===== src/hw/rtl/utxq_ram.sv =====
// Simple dual-port RAM with one write port and one registered read port.
`default_nettype none

module utxq_ram #(
  parameter int WIDTH = 8,
  parameter int DEPTH = 16
) (
  input  wire logic                     clk,
  input  wire logic                     wr_en,
  input  wire logic [$clog2(DEPTH)-1:0] wr_addr,
  input  wire logic [WIDTH-1:0]         wr_data,
  input  wire logic                     rd_en,
  input  wire logic [$clog2(DEPTH)-1:0] rd_addr,
  output logic      [WIDTH-1:0]         rd_data
);

  logic [WIDTH-1:0] mem [DEPTH];

  always_ff @(posedge clk) begin
    if (wr_en) begin
      mem[wr_addr] <= wr_data;
    end
    if (rd_en) begin
      rd_data <= mem[rd_addr];
    end
  end

endmodule

`default_nettype wire


===== config.mk =====
export PLATFORM = sky130hd
export DESIGN_NAME = utxq_ram
export DESIGN_NICKNAME = d
export VERILOG_FILES = /design/src/hw/rtl/utxq_ram.sv
export SDC_FILE = /design/constraint.sdc
export NUM_CORES = 1
export LEC_CHECK = 0
export BUFFER_PORTS_ARGS = -buffer_cell sky130_fd_sc_hd__buf_2
export CAP_MARGIN = 20
export CORE_UTILIZATION = 40
export CTS_CLUSTER_DIAMETER = 50
export DETAILED_ROUTE_END_ITERATION = 10
export SETUP_SLACK_MARGIN = 0.05
export SKIP_LAST_GASP = 1
export SLEW_MARGIN = 0
export SYNTH_ARGS = -nofsm -noshare
export SYNTH_HDL_FRONTEND = slang
export SYNTH_SLANG_ARGS = --single-unit
export TNS_END_PERCENT = 20

===== constraint.sdc =====
create_clock -name clk -period 2.3 [get_ports clk]
set_input_delay 0.345 -clock clk [delete_from_list [all_inputs] [get_ports clk]]
set_output_delay 0.345 -clock clk [all_outputs]
set_load 0.05 [all_outputs]

==> flow_metrics.py <==
metrics = {
    "die": {
        "die-area_mm2": 0.01353,
        "fp.dieW_um": 116.3,
        "pin_count": 27,
        "initial_core_util_pct": 41.26,
        "core_mm2": 0.01267,
        "die_y_um": 116.3,
        "rows": 41,
    },
    "cts": {
        "cts-buffers-inserted": 17,
        "cts_buffer_depth": 2,
        "clock_latency_ps": 410,
        "ctsHoldBuffers": 0,
        "cts_sinks": 136,
        "cts.repair.resized": 0,
        "cts_tree": "built",
        "postCtsSetupRepairBufs": 0,
        "cts-root-buf": "clkbuf_16",
        "htreeDepth": 4,
        "path_clk_slew_ps": 60,
    },
    "grt": {
        "grt_max_degree": 23,
        "grt_pass1_vias": 2568,
        "antenna_found_initial": 0,
        "grt_first_pass_wirelength_mm": 15.00,
        "grt_overflow": 0,
        "grt_usage_pct": 16.65,
    },
    "setup_path": {
        "worst-setup-path-type": "input port to flip-flop",
        "crit_fanout": 12,
        "crit_arrival_ps": 1800,
        "end_kind": "flip-flop",
        "cp.required_ps": 2460,
        "ff2ff_path_depth": 3,
        "cp-start-kind": "input port",
    },
    "timing": {
        "finClkSkew_ps": 6.578,
        "max_freq_mhz": 606.4,
        "finalSetupViolations": 0,
        "period_needed_ps": 1649,
        "worstMarginPinSlew_ps": 433.6,
        "relSlewSlack_pct": 71.09,
        "hold_viol": 0,
        "setup-tns-final_ps": 0,
        "timing.final.crit_share_pct": 71.70,
        "rsz0062_at_grt": "false",
        "slew_viol_final": 0,
    },
    "drt": {
        "route.vias.total": 2476,
        "firstDrtPassIters": 5,
        "wire_per_inst_um": 21.07,
        "drc_errors": 0,
        "avgViaCountPerCell": 5.257,
        "antenna_left": 0,
        "wl_mm": 9.923,
        "drt_first_iter_violations": 207,
    },
    "logic_synthesis": {
        "syn_area_mm2": 0.005228,
        "ys_seq_area_share_pct": 78.12,
        "synth-edff-count": 136,
        "ys_types": 18,
        "synth_top_family_by_area": "multiplexers",
        "syn_inst": 229,
        "yosys.area_share.adder_pct": 0,
        "yosys_warnings": 0,
        "async_flop_share_pct": 0,
        "avgSynthCellArea_um2": 22.83,
        "synth_flop_cell": "edfxtp_1",
        "ys_seq_elements": 136,
        "synth_common_cells": "136 x edfxtp_1, 18 x mux4_2, 16 x a22oi_1, 14 x mux4_1, 13 x nor2_1",
        "syn_nets": 248,
        "yosys.area.top_type_share_pct": 78.12,
        "yosysTopAreaCell": "edfxtp_1",
        "synth-simple-area-share_pct": 3.135,
        "yosys.cell_count.top_type": "edfxtp_1",
        "synthMuxAreaShare_pct": 14.79,
        "synthTopCellsByArea": "edfxtp_1 78%, mux4_2 7.8%, mux4_1 7.0%",
        "synth_compound_area_share_pct": 2.298,
        "synth_xor_area_share_pct": 0,
    },
    "power": {
        "leakage_nw": 2.123,
        "power_density_mw_per_mm2": 916.2,
        "peakVddDrop_mv": 0.4933,
    },
    "final_layout": {
        "multi_input_area_mm2": 0.001057,
        "num-nets-final": 306,
        "fill_cells": 1051,
        "drive_gt1_share_pct": 32.44,
        "antennaDiodeCount": 0,
        "area_growth_syn_to_layout_pct": 20.13,
        "register_area_mm2": 0.004084,
        "utilization_pct": 49.56,
    },
    "hold_path": {
        "hold_path_class": "input port to flip-flop",
        "worst_hold_path.num_cells": 1,
    },
    "run_status": {
        "status": "complete, no violations",
    },
    "job": {
        "cap_violations": 0,
    },
    "placed_design": {
        "hpwl_mm": 6.364,
        "place.gp.congestion": 0.7499,
        "portBuffers": 26,
    },
}
-- report_power, final --
part / total (mW) / switching (mW) / internal [mW]
registers: 2.81 / 0.0137 / 2.79
logic: 0.298 / 0.183 / 0.116
clock network: 2.65 / 0.964 / 1.68
total: 5.75 / 1.16 / 4.59
-- sequential cells by signal, summed over array words and instances, names as in the netlist --
register and cells:
rd_data 8, mem 128
-- cell usage in the layout, fill, tap and decap left out --
master / instances
edfxtp_1: 136
buf_2: 26
buf_4: 20
mux4_2: 18
clkbuf_16: 17
a22oi_1: 16
mux4_1: 14
nor2_1: 13
nand2_1: 9
nor3_1: 4
clkinv_2: 4
clkinvlp_4: 3
bufinv_16: 3
buf_12: 3
nand3b_1: 2
nand2b_1: 2
clkinv_1: 2
nor2b_1: 1
and2_1: 1
and2b_1: 1
nand3_1: 1
or3b_2: 1
clkinv_4: 1
inv_6: 1
-- logic make-up after synthesis --
logic type | after synthesis
AO/OA/AOI/OAI | 16
buffers and inverters | 10
flip-flops | 136
multiplexers | 32
AND/OR/NAND/NOR | 35
-- through the flow --
step	worst slack [ps]	hold slack [ps]	area, um^2	total power, mW	cells
after global placement	231.0	713.5	5697	3.157	440
after detailed placement	211.9	711.6	5697	3.163	440
after floorplan	462.1	443.9	5228	3.039	229
final	651.0	295.2	6280	5.753	471
after CTS	650.4	277.2	6280	5.801	471
after global routing	560.9	277.4	6280	5.922	471
-- layout make-up --
cell class | instances | share of cell area, %
well taps | 172 | 3.427
repair buffers | 49 | 5.419
clock buffers | 17 | 6.774
flip-flops and latches | 136 | 65.03
clock inverters | 14 | 2.510
multi-input cells | 83 | 16.84
-- worst paths after layout --
check | startpoint | slack, ps | endpoint
worst max-delay path | rd_addr[0] | 650 | rd_data[3]
worst min-delay path | rd_en | 300 | rd_data[6]
worst max register to register | mem[11][7] | 750 | rd_data[7]
worst min register to register | mem[4][1] | 750 | rd_data[1]
-- worst max-delay path, cell delays in order --
cell and delay, ps:
buf_2 360, buf_4 250, mux4_1 570, a22oi_1 200, nand2_1 70
-- metal layers --
| metal | part of all wire [%] | wire (um) | track usage, % |
|---|---|---|---|
| met1 | 45 | 4500 | 22.13 |
| met2 | 48 | 4804 | 25.60 |
| met3 | 5.1 | 511 | 5.293 |
| met4 | 1.1 | 107 | 6.667 |
| met5 | 0 | 0 | 0 |
No activity file was read; power rests on OpenSTA's default activity.
